File: src/hw/rtl/pbts_pkg.sv
`timescale 1ns / 1ps

package pbts_pkg;

    // field widths fixed by the item format
    localparam int MODE_W   = 3;
    localparam int PRIO_W   = 5;
    localparam int MS_W     = 32;
    localparam int WOKEN_W  = 6;

    // request codes carried in the mode field
    typedef enum logic [MODE_W-1:0] {
        MODE_TICK    = 3'd0,
        MODE_ADD     = 3'd1,
        MODE_END     = 3'd2,
        MODE_SUSPEND = 3'd3,
        MODE_RESUME  = 3'd4,
        MODE_SLEEP   = 3'd5,
        MODE_STOP    = 3'd6
    } mode_t;

    // per-level task state
    typedef enum logic [1:0] {
        LVL_EMPTY   = 2'd0,
        LVL_ACTIVE  = 2'd1,
        LVL_SUSPEND = 2'd2,
        LVL_SLEEP   = 2'd3
    } lvl_state_t;

    // result status codes
    localparam logic STATUS_OK      = 1'b0;
    localparam logic STATUS_REFUSED = 1'b1;

    // controller to datapath
    typedef struct packed {
        logic apply_req;    // apply a non-tick request from the input ports
        logic sweep_start;  // latch tick amount, clear sweep counter
        logic sweep_step;   // advance the sleep sweep by one level
        logic load_result;  // capture the result into the output register
    } dp_cmd_t;

    // datapath to controller
    typedef struct packed {
        logic sweep_end;    // last level is in the update stage
        logic out_free;     // output register can take a new result
    } dp_stat_t;

endpackage

File: src/hw/rtl/priority_bitmap_task_scheduler_unit.sv
`timescale 1ns / 1ps

// channel   | handshake            | payload
// ----------+----------------------+-------------------------------------------
// input     | in_valid / in_ready  | mode, task_prio, target_prio, amount_ms
// result    | out_valid / out_ready| next_prio, idle, woken_count, status
//
// a request result is loaded in the finish step after acceptance, a tick result after the
// sweep: the tick sweeps the countdown store one level per cycle behind a registered
// read; input is ready again from the loading edge
// one transaction in work at a time, the next taken while the last result waits
// reset (rst_n, asynchronous) empties every level and clears both masks
// a stalled result holds the block in its final step until out_ready

module priority_bitmap_task_scheduler_unit
#(
    parameter int LEVELS = 32
)
(
    input  logic        clk,
    input  logic        rst_n,
    input  logic        in_valid,
    output logic        in_ready,
    input  logic [2:0]  mode,
    input  logic [4:0]  task_prio,
    input  logic [4:0]  target_prio,
    input  logic [31:0] amount_ms,
    output logic        out_valid,
    input  logic        out_ready,
    output logic [4:0]  next_prio,
    output logic        idle,
    output logic [5:0]  woken_count,
    output logic        status
);
    import pbts_pkg::*;

    // command and status between the sequencer and the datapath
    dp_cmd_t  cmd;
    dp_stat_t stat;

    // sequencer: idle, sleep sweep, result hand-off
    pbts_ctrl u_ctrl
    (
        .clk      (clk),
        .rst_n    (rst_n),
        .in_valid (in_valid),
        .mode     (mode),
        .in_ready (in_ready),
        .stat     (stat),
        .cmd      (cmd)
    );

    // masks, level states, countdown store and output register
    pbts_dp
    #(
        .LEVELS (LEVELS)
    )
    u_dp
    (
        .clk         (clk),
        .rst_n       (rst_n),
        .cmd         (cmd),
        .stat        (stat),
        .mode        (mode),
        .task_prio   (task_prio),
        .target_prio (target_prio),
        .amount_ms   (amount_ms),
        .out_valid   (out_valid),
        .out_ready   (out_ready),
        .next_prio   (next_prio),
        .idle        (idle),
        .woken_count (woken_count),
        .status      (status)
    );

`ifndef NO_ASSERTIONS
    // one transaction at a time: an accepted item blocks the next cycle
    a_one_in_flight: assert property (@(posedge clk) disable iff (!rst_n)
        (in_valid && in_ready) |=> !in_ready)
        else $error("input taken while a transaction is in work");

    // idle result always reports level zero
    a_idle_prio: assert property (@(posedge clk) disable iff (!rst_n)
        (out_valid && idle) |-> (next_prio == '0))
        else $error("idle result with nonzero level");

    // a refused add is never a tick, so nothing was woken
    a_refused_no_wake: assert property (@(posedge clk) disable iff (!rst_n)
        (out_valid && (status == STATUS_REFUSED)) |-> (woken_count == '0))
        else $error("refused add reports woken tasks");

    // woken count never exceeds the number of levels
    a_woken_bound: assert property (@(posedge clk) disable iff (!rst_n)
        out_valid |-> ({26'd0, woken_count} <= LEVELS))
        else $error("woken count above level count");
`endif

endmodule

File: src/hw/rtl/pbts_ctrl.sv
`timescale 1ns / 1ps

module pbts_ctrl
(
    input  logic               clk,
    input  logic               rst_n,
    input  logic               in_valid,
    input  logic [2:0]         mode,
    output logic               in_ready,
    input  pbts_pkg::dp_stat_t stat,
    output pbts_pkg::dp_cmd_t  cmd
);
    import pbts_pkg::*;

    typedef enum logic [2:0] {
        ST_IDLE  = 3'b001,
        ST_SWEEP = 3'b010,
        ST_FIN   = 3'b100
    } ctrl_state_t;

    ctrl_state_t state_reg;
    ctrl_state_t state_next;
    logic        accept;

    assign in_ready = (state_reg == ST_IDLE);
    assign accept   = in_valid && in_ready;

    always_comb
    begin
        state_next = state_reg;
        cmd        = '0;
        unique case (state_reg)
            ST_IDLE:
            begin
                if (accept)
                begin
                    if (mode == MODE_TICK)
                    begin
                        cmd.sweep_start = 1'b1;
                        state_next      = ST_SWEEP;
                    end
                    else
                    begin
                        cmd.apply_req = 1'b1;
                        state_next    = ST_FIN;
                    end
                end
            end
            ST_SWEEP:
            begin
                cmd.sweep_step = 1'b1;
                if (stat.sweep_end)
                begin
                    state_next = ST_FIN;
                end
            end
            ST_FIN:
            begin
                if (stat.out_free)
                begin
                    cmd.load_result = 1'b1;
                    state_next      = ST_IDLE;
                end
            end
            default:
            begin
                state_next = ST_IDLE;
            end
        endcase
    end

    always_ff @(posedge clk or negedge rst_n)
    begin
        if (!rst_n)
        begin
            state_reg <= ST_IDLE;
        end
        else
        begin
            state_reg <= state_next;
        end
    end

endmodule

File: src/hw/rtl/pbts_dp.sv
`timescale 1ns / 1ps

module pbts_dp
#(
    parameter int LEVELS = 32
)
(
    input  logic               clk,
    input  logic               rst_n,
    input  pbts_pkg::dp_cmd_t  cmd,
    output pbts_pkg::dp_stat_t stat,
    input  logic [2:0]         mode,
    input  logic [4:0]         task_prio,
    input  logic [4:0]         target_prio,
    input  logic [31:0]        amount_ms,
    output logic               out_valid,
    input  logic               out_ready,
    output logic [4:0]         next_prio,
    output logic               idle,
    output logic [5:0]         woken_count,
    output logic               status
);
    import pbts_pkg::*;

    localparam int IW = (LEVELS > 1) ? $clog2(LEVELS) : 1;
    localparam int CW = $clog2(LEVELS + 1);
    localparam logic [PRIO_W:0] LEVELS_LIM = (PRIO_W + 1)'(LEVELS);

    // control state
    logic [LEVELS-1:0] ready_reg,   ready_next;
    logic [LEVELS-1:0] sleep_reg,   sleep_next;
    lvl_state_t        lvl_reg  [LEVELS];
    lvl_state_t        lvl_next [LEVELS];
    logic [CW-1:0]     cnt_reg,     cnt_next;
    logic              pipe_valid_reg;
    logic              out_valid_reg;

    // payload
    logic [IW-1:0]      pipe_idx_reg;
    logic [MS_W-1:0]    ms_reg;
    logic [WOKEN_W-1:0] woken_reg,  woken_next;
    logic               status_reg, status_next;
    logic [MS_W-1:0]    rd_data_reg;
    logic [PRIO_W-1:0]  out_prio_reg;
    logic               out_idle_reg;
    logic [WOKEN_W-1:0] out_woken_reg;
    logic               out_status_reg;

    // sleep countdown store
    logic [MS_W-1:0] sleep_mem [LEVELS];
    logic            wr_en;
    logic [IW-1:0]   wr_addr;
    logic [MS_W-1:0] wr_data;

    logic [PRIO_W-1:0] sel_prio;
    logic              sel_ok;
    logic [IW-1:0]     sel_idx;
    lvl_state_t        sel_state;
    logic              sel_used;
    logic              sweep_end;
    logic              pipe_sleep;
    logic [PRIO_W-1:0] enc_prio;

    assign sweep_end      = (cnt_reg == CW'(LEVELS));
    assign stat.sweep_end = sweep_end;
    assign stat.out_free  = !out_valid_reg || out_ready;

    // request target: resume and stop name another level
    always_comb
    begin
        if (mode == MODE_RESUME || mode == MODE_STOP)
        begin
            sel_prio = target_prio;
        end
        else
        begin
            sel_prio = task_prio;
        end
        sel_ok    = ({1'b0, sel_prio} < LEVELS_LIM);
        sel_idx   = sel_prio[IW-1:0];
        sel_state = sel_ok ? lvl_reg[sel_idx] : LVL_EMPTY;
        sel_used  = sel_ok && (sel_state != LVL_EMPTY);
    end

    assign pipe_sleep = pipe_valid_reg && sleep_reg[pipe_idx_reg];

    always_comb
    begin
        ready_next  = ready_reg;
        sleep_next  = sleep_reg;
        lvl_next    = lvl_reg;
        cnt_next    = cnt_reg;
        woken_next  = woken_reg;
        status_next = status_reg;
        wr_en       = 1'b0;
        wr_addr     = sel_idx;
        wr_data     = amount_ms;

        if (cmd.apply_req)
        begin
            woken_next  = '0;
            status_next = STATUS_OK;
            unique case (mode)
                MODE_ADD:
                begin
                    if (sel_ok)
                    begin
                        if (sel_used)
                        begin
                            status_next = STATUS_REFUSED;
                        end
                        else
                        begin
                            lvl_next[sel_idx]   = LVL_ACTIVE;
                            ready_next[sel_idx] = 1'b1;
                        end
                    end
                end
                MODE_END, MODE_STOP:
                begin
                    if (sel_used)
                    begin
                        lvl_next[sel_idx]   = LVL_EMPTY;
                        ready_next[sel_idx] = 1'b0;
                    end
                end
                MODE_SUSPEND:
                begin
                    if (sel_used)
                    begin
                        lvl_next[sel_idx]   = LVL_SUSPEND;
                        ready_next[sel_idx] = 1'b0;
                    end
                end
                MODE_RESUME:
                begin
                    if (sel_used)
                    begin
                        lvl_next[sel_idx]   = LVL_ACTIVE;
                        ready_next[sel_idx] = 1'b1;
                    end
                end
                MODE_SLEEP:
                begin
                    if (sel_used)
                    begin
                        lvl_next[sel_idx]   = LVL_SLEEP;
                        ready_next[sel_idx] = 1'b0;
                        sleep_next[sel_idx] = 1'b1;
                        wr_en               = 1'b1;
                    end
                end
                default:
                begin
                end
            endcase
        end

        if (cmd.sweep_start)
        begin
            cnt_next    = '0;
            woken_next  = '0;
            status_next = STATUS_OK;
        end

        if (cmd.sweep_step && !sweep_end)
        begin
            cnt_next = cnt_reg + CW'(1);
        end

        // update stage of the sweep, one level behind the read
        if (pipe_sleep)
        begin
            wr_addr = pipe_idx_reg;
            if (lvl_reg[pipe_idx_reg] != LVL_SLEEP)
            begin
                sleep_next[pipe_idx_reg] = 1'b0;
            end
            else if (rd_data_reg > ms_reg)
            begin
                wr_en   = 1'b1;
                wr_data = rd_data_reg - ms_reg;
            end
            else
            begin
                wr_en                    = 1'b1;
                wr_data                  = '0;
                sleep_next[pipe_idx_reg] = 1'b0;
                lvl_next[pipe_idx_reg]   = LVL_ACTIVE;
                ready_next[pipe_idx_reg] = 1'b1;
                woken_next               = woken_reg + WOKEN_W'(1);
            end
        end
    end

    // most urgent ready level
    always_comb
    begin
        enc_prio = '0;
        for (int i = LEVELS - 1; i >= 0; i--)
        begin
            if (ready_reg[i])
            begin
                enc_prio = PRIO_W'(i);
            end
        end
    end

    always_ff @(posedge clk)
    begin
        if (wr_en)
        begin
            sleep_mem[wr_addr] <= wr_data;
        end
        rd_data_reg  <= sleep_mem[cnt_reg[IW-1:0]];
        pipe_idx_reg <= cnt_reg[IW-1:0];
        woken_reg    <= woken_next;
        status_reg   <= status_next;
        if (cmd.sweep_start)
        begin
            ms_reg <= amount_ms;
        end
        if (cmd.load_result)
        begin
            out_prio_reg   <= enc_prio;
            out_idle_reg   <= (ready_reg == '0);
            out_woken_reg  <= woken_reg;
            out_status_reg <= status_reg;
        end
    end

    always_ff @(posedge clk or negedge rst_n)
    begin
        if (!rst_n)
        begin
            ready_reg      <= '0;
            sleep_reg      <= '0;
            cnt_reg        <= '0;
            pipe_valid_reg <= 1'b0;
            out_valid_reg  <= 1'b0;
            for (int i = 0; i < LEVELS; i++)
            begin
                lvl_reg[i] <= LVL_EMPTY;
            end
        end
        else
        begin
            ready_reg      <= ready_next;
            sleep_reg      <= sleep_next;
            lvl_reg        <= lvl_next;
            cnt_reg        <= cnt_next;
            pipe_valid_reg <= cmd.sweep_step && !sweep_end;
            if (cmd.load_result)
            begin
                out_valid_reg <= 1'b1;
            end
            else if (out_ready)
            begin
                out_valid_reg <= 1'b0;
            end
        end
    end

    assign out_valid   = out_valid_reg;
    assign next_prio   = out_prio_reg;
    assign idle        = out_idle_reg;
    assign woken_count = out_woken_reg;
    assign status      = out_status_reg;

endmodule
File: config.mk
export PLATFORM = sky130hd
export DESIGN_NAME = priority_bitmap_task_scheduler_unit
export DESIGN_NICKNAME = d
export VERILOG_FILES = /design/src/hw/rtl/pbts_pkg.sv /design/src/hw/rtl/priority_bitmap_task_scheduler_unit.sv /design/src/hw/rtl/pbts_ctrl.sv /design/src/hw/rtl/pbts_dp.sv
export SDC_FILE = /design/constraint.sdc
export NUM_CORES = 2
export LEC_CHECK = 0
export ABC_AREA = 1
export BUFFER_PORTS_ARGS = -buffer_cell sky130_fd_sc_hd__buf_4
export CAP_MARGIN = 15
export CORE_MARGIN = 2
export CORE_UTILIZATION = 49
export DETAILED_ROUTE_END_ITERATION = 8
export PLACE_DENSITY = 0.6
export SLEW_MARGIN = 40
export SYNTH_ARGS = -nofsm -noshare
export SYNTH_HDL_FRONTEND = slang
export SYNTH_SLANG_ARGS = --single-unit
File: constraint.sdc
create_clock -name clk -period 10.6 [get_ports clk]
set_input_delay 0 -clock clk [delete_from_list [all_inputs] [get_ports clk]]
set_output_delay 0 -clock clk [all_outputs]
set_load 0.02 [all_outputs]
Word-level counts from Yosys, hierarchy flattened --
Memories as Yosys holds them, arrays and structs flattened. A register that Yosys moved wholly into a read port is not among the register bits. Cells that the tools add are included.
Operators by class: order comparisons 9, mux-type cells 105, bitwise operators 21, eq/ne operators 14, $add $sub $neg 3, reduce and logical (&&, ||, !) cells 23
Operators by type and width (number):
- 64-bit 2-to-1 mux | 9
- 32-bit 2-to-1 mux | 16
- 64-bit case mux with 5 select lines | 1
- 32-bit OR | 6
- 32-bit bitwise AND | 5
- 32-bit NOT | 5
- 32-bit case mux with 3 select lines | 1
- 5-bit 2-to-1 mux | 18
- 64-bit bitwise AND | 1
- 64-bit NOT | 1
- 64-bit OR | 1
- 6-bit 2-to-1 mux | 7
- 32-bit > comparator | 1
- 32-bit zero test | 1
- 4-bit 2-to-1 mux | 8
- 32-bit subtractor | 1
- 3-bit 2-to-1 mux | 8
- 2-bit binary-select mux with 5-bit select | 2
- 2-bit demux with 5-bit select | 2
- 2-bit 2-to-1 mux | 10
- 1-bit 2-to-1 mux | 19
- 16-bit OR reduction | 1
- 6-bit by 1-bit adder with 6-bit output, second input constant | 2
- 3-bit equality test, second input constant | 4
- 22 further kinds | 45
Word-level totals: memory bits (writable) 1024, logic and storage cells 226, output and inout port bits 15, memories 1, flip-flop bits (word level) 196, bits of input ports 49
Memories:
- u_dp.sleep_mem | words 32, bits a word 32, read ports 1, clocked after memory_dff 1, write ports 1, RTL line pbts_dp.sv:50 | logic [MS_W-1:0] sleep_mem [LEVELS];

Depth between registers and ports, before layout --
word-level depth 31, depth in mapped cells 31, gate-level depth less buffers 31

By module --
Synthesis repeated with hierarchy kept, for this count alone.
Second synthesis, totals: cells, all modules 4911, area, all modules 54100.6 µm²
Modules (own cells, without submodules):
- pbts_dp | seq. area each 36384.9 µm², cells each 4879, instances 1, area each 53874.2 µm²
- pbts_ctrl | seq. area each 76.3 µm², cells each 32, instances 1, area each 226.5 µm²

Least setup slack after synthesis --
Ideal clock, no wire load.
path type flip-flop to flip-flop, start point register u_dp.ms_reg[0], end point memory u_dp.sleep_mem[0][20] (data pin), clock period less this slack 4659 ps, arrival 4205 ps, stages on the path, launching flop included 23, library setup time 454 ps, data required time 10146 ps, setup slack 5941 ps, buffers on the path 1, path through edfxtp_1 -> ha_1 -> inv_1 -> fa_1 -> a21oi_1 -> o21ai_0 -> nand3_1 -> nand2_1 -> nand2_1 -> nand2_1 -> nand2_1 -> nand2_1 -> a21boi_0 -> o21ai_2 -> a21boi_0 -> inv_1 -> nand2_1 -> nand2_1 -> nand2_1 -> nor2_1 -> clkinv_1 -> clkbuf_1 -> o21ai_0
Between the ends: word-level cells in the longest chain between the ends 4, elaborated cells on any way between the ends 5, those cells by class 1 x add/sub; 1 x order compare; 3 x mux
Ends and longest elaborated chain:
- from (decl) | RTL line pbts_dp.sv:40 | logic [MS_W-1:0] ms_reg;
- from (signal assigned) | RTL line pbts_dp.sv:221 | ms_reg <= amount_ms;
- 32-bit subtractor or 32-bit > comparator (tied branches) | RTL line pbts_dp.sv:182, pbts_dp.sv:179
- 32-bit 2-to-1 mux (*) | RTL line pbts_dp.sv:179 | else if (rd_data_reg > ms_reg)
- 32-bit 2-to-1 mux (*) | RTL line pbts_dp.sv:175 | if (lvl_reg[pipe_idx_reg] != LVL_SLEEP)
- 32-bit 2-to-1 mux (*) | RTL line pbts_dp.sv:172 | if (pipe_sleep)
- named net u_dp.wr_data[20] | RTL line pbts_dp.sv:53 | logic [MS_W-1:0] wr_data;
- to (decl) | RTL line pbts_dp.sv:50
Mark *: on every way through the listed nets, which the timed path passes. The rest lies on a longest branch.

Worst setup path after layout --
start point register u_dp.pipe_idx_reg[1], end point memory u_dp.sleep_mem[16][7], enable pin
Between the ends: word-level cells in the longest chain between the ends 9, elaborated cells on any way between the ends 13, those cells by class 1 x eq/ne; 10 x mux; 1 x bitwise; 1 x reduce/logical
Ends and longest elaborated chain:
- from (decl) | RTL line pbts_dp.sv:39 | logic [IW-1:0] pipe_idx_reg;
- from (signal assigned) | RTL line pbts_dp.sv:216 | pipe_idx_reg <= cnt_reg[IW-1:0];
- 5-bit NOT with 6-bit output (implied by the code) | RTL line pbts_dp.sv:175
- 2-bit binary-select mux with 5-bit select | RTL line pbts_dp.sv:175
- 2-bit 2-to-1 mux (implied by the code) (2 in a row) | RTL line pbts_dp.sv:175
- 2-bit != test | RTL line pbts_dp.sv:175
- 1-bit 2-to-1 mux | RTL line pbts_dp.sv:175
- 1-bit 2-to-1 mux | RTL line pbts_dp.sv:172
- 1-bit 2-to-1 mux | RTL line pbts_dp.sv:211 | if (wr_en)
- 1-bit 2-to-1 mux (implied by the code) | RTL line pbts_dp.sv:213 | sleep_mem[wr_addr] <= wr_data;
Several ways; a longest one is shown, not always the timed one. The select of a mux whose other input is x is not followed.

==> flow_summary.json <==
{
  "ant_nets": 0,
  "period_needed_ns": 5.79,
  "syn_nets": 5075,
  "hold_path.class": "primary input to flop",
  "num_io_pins": 64,
  "finalCritPeriodShare_pct": 54.6,
  "rsz0062_at_grt": "no",
  "setup_violations": 0,
  "grt_max_degree": 196,
  "wirelength_mm": 171,
  "path_common_cell": "nand2_1",
  "seqPwrFrac_pct": 38.8,
  "die_w_um": 336,
  "nets": 5101,
  "largest_register_ffs": 1024,
  "worst_pin_slew_ns": 0.894,
  "core_area_mm2": 0.109,
  "leakage_nw": 21.4,
  "grt_overflow": 0,
  "start_util_pct": 49.6,
  "max_freq_ghz": 0.173,
  "synth.area.top_cells": "edfxtp_1, o21ai_0, dfrtp_1",
  "synth.most_common_cell": "edfxtp_1",
  "crit_arrival_ns": 6.17,
  "cpMaxStageDelayCell": "nor2_4",
  "insertion_delay_ns": 0.76,
  "cts_setup_buffers": 0,
  "switchingPower_mw": 5.86,
  "synthFlopType": "edfxtp_1",
  "peakVddDrop_v": 0.000180,
  "fin_util_pct": 56.2,
  "pwr-share-comb_pct": 32.0,
  "synth_commonest_cells": "edfxtp_1, nor2_1, o21ai_0, nand2_1, o22ai_1",
  "synth_cells": 4990,
  "worstSetupPathType": "flop to flop",
  "endpoint_kind": "flop",
  "clock_sinks": 1252,
  "final_cells": 6608,
  "ctsHtreeMaxLevel": 4,
  "cts_buffers": 136,
  "clk_pin_slew_ns": 0.06,
  "p_per_area_mw_per_mm2": 257,
  "track_usage_pct": 30.1,
  "dr.first_iter.drc_count": 5400,
  "io_buffers": 63,
  "drv_cap": 0,
  "critPathRequiredTime_ns": 10.97,
  "whs_ns": 0.0323,
  "first_global_vias": 37500,
  "clockBufferDepth": 3,
  "cts_tree": "built",
  "synth_top_area_share_pct": 59.3,
  "internal-power_mw": 9.89,
  "netSwitchingFraction_pct": 37.2,
  "syn_to_final_growth_pct": 13.4,
  "cp_top_family": "simple AND/OR/NAND/NOR gates",
  "cp_max_fo": 34,
  "synth_cell_type_count": 50,
  "crit_chain": "inv_1 > nor2_2 > inv_1 > o22ai_1 > o21ai_0 > nand2_1 > a221oi_1 > nand2_1 > nand2_1 > nor2_1 > inv_2 > nand2_1 > nand2_1 > nor2_4 > buf_4",
  "fin_setup_tns_ns": 0,
  "start_kind": "flop",
  "globalplace.congestion": 0.957,
  "dp_cells": 6302,
  "yosys_warnings": 0,
  "post-dp-hpwl_mm": 93.2,
  "slew_viol_final": 0,
  "antenna_found_initial": 8,
  "wl_per_cell_um": 25.9,
  "clock-root-buffer": "clkbuf_16",
  "rows": 121,
  "vias": 40400,
  "clkPwrFrac_pct": 29.1,
  "grt_pass1_wl_mm": 251,
  "fin_area_mm2": 0.0614,
  "skew_ns": 0.0237,
  "die_area_mm2": 0.113,
  "syn_area_per_cell_um2": 10.8,
  "synth-async-reset-ratio_pct": 11.1,
  "synth_edf_count": 1069,
  "routed_via_density": 6.11,
  "placed_area_mm2": 0.0565,
  "status": "completed",
  "ys_seq_area_share_pct": 67.4,
  "slew_headroom_pct": 40.4,
  "syn-cell-area_mm2": 0.0541,
  "drtPass1Iterations": 6,
  "drive_above_1_share_pct": 9.13,
  "critPathMaxStageDelay_ns": 0.82,
  "synth_seq_cells": 1252,
  "synth.largest_area_cell": "edfxtp_1",
  "cp_num_buf_inv": 4,
  "chipHeight_um": 336,
  "drc": 0,
  "final_hold_viol_count": 0
}
==> layer usage <==
metal  share of wire [%]  GRT usage (%)  wire length, um  vias to the layer above
met2                  46           47.4            79500                     2092
li1                    -              -                -                    18100
met5               0.020              0               35                        -
met4                 3.8           11.8             6470                        6
met3                 8.8           4.92            15100                      353
met1                  41           41.9            70100                    19800
==> repair_timing <==
item                                   in CTS  in global routing
hold buffers                               51                  0
gates resized for setup                     0                  0
endpoints found under the hold margin     743                  0
==> metrics by stage <==
stage / setup WS, ns / power, mW
2_1_floorplan: 5.94 / 9.40
3_3_place_gp: 4.51 / 11.1
3_5_place_dp: 4.45 / 11.1
4_1_cts: 4.42 / 15.7
5_1_grt: 4.42 / 16.5
6_report: 4.81 / 15.7
==> logic make-up (layout without fill, tap and decap cells) <==
| logic type | after synthesis | in the layout | share of synthesized area (%) |
|---|---|---|---|
| xor gates and xnor gates | 17 | 17 | 0.275 |
| muxes | 1 | 1 | 0.0185 |
| and+or+nand+nor | 1509 | 1509 | 11.0 |
| adders and majority gates | 36 | 36 | 0.846 |
| AOI/OAI and AO/OA | 1598 | 1598 | 16.4 |
| other | 0 | 7 | 0 |
| buffers and inverters | 577 | 712 | 4.05 |
| DFF | 1252 | 1252 | 67.4 |
==> placed cells by master (no fill, tap or decap), types with 44 or more instances in the layout <==
| cell type | instances |
|---|---|
| edfxtp_1 | 1069 |
| nor2_1 | 875 |
| o21ai_0 | 801 |
| nand2_1 | 388 |
| o22ai_1 | 322 |
| inv_1 | 210 |
| a21oi_1 | 200 |
| clkbuf_16 | 142 |
| dfrtp_1 | 133 |
| buf_4 | 131 |
| nand3_1 | 126 |
| o21ai_1 | 120 |
| dlygate4sd3_1 | 50 |
| inv_2 | 47 |
| clkbuf_1 | 46 |
| o221ai_1 | 44 |
| dfxtp_1 | 44 |
==> final timing paths <==
kind,from,to,slack [ns],cells past startpoint
setup reg to reg,u_dp.pipe_idx_reg[1],u_dp.sleep_mem[16][7],4.81,15
min in group asynchronous,rst_n,u_dp.lvl_reg[20],0.40,4
max in group asynchronous,rst_n,u_dp.cnt_reg[1],9.60,4
setup / recovery,u_dp.pipe_idx_reg[1],u_dp.sleep_mem[16][7],4.81,15
hold / removal,amount_ms[28],u_dp.ms_reg[28],0.03,2
hold reg to reg,u_dp.status_reg,u_dp.status,0.43,0
==> final cells by class <==
| cell class | count | area, um2 |
|---|---|---|
| well taps | 1476 | 1850 |
| multi-input cells | 3161 | 15900 |
| clock buffers | 196 | 3840 |
| flip-flops and latches | 1252 | 36500 |
| clock inverters | 51 | 445 |
| diodes | 7 | 17.5 |
| fillers | 9205 | 47800 |
| repair buffers | 204 | 1870 |
| inverters | 261 | 1000 |
==> power by group through the flow <==
stage | registers, mW | clock network, mW | logic, mW
final | 6.12 | 4.59 | 5.05
after global routing | 6.15 | 4.83 | 5.55
after CTS | 6.10 | 4.64 | 4.99
after detailed placement | 6.20 | 0 | 4.94
after global placement | 6.20 | 0 | 4.88
after floorplan | 6.00 | 0 | 3.40
Note: power is estimated with default switching activity, not from simulation.
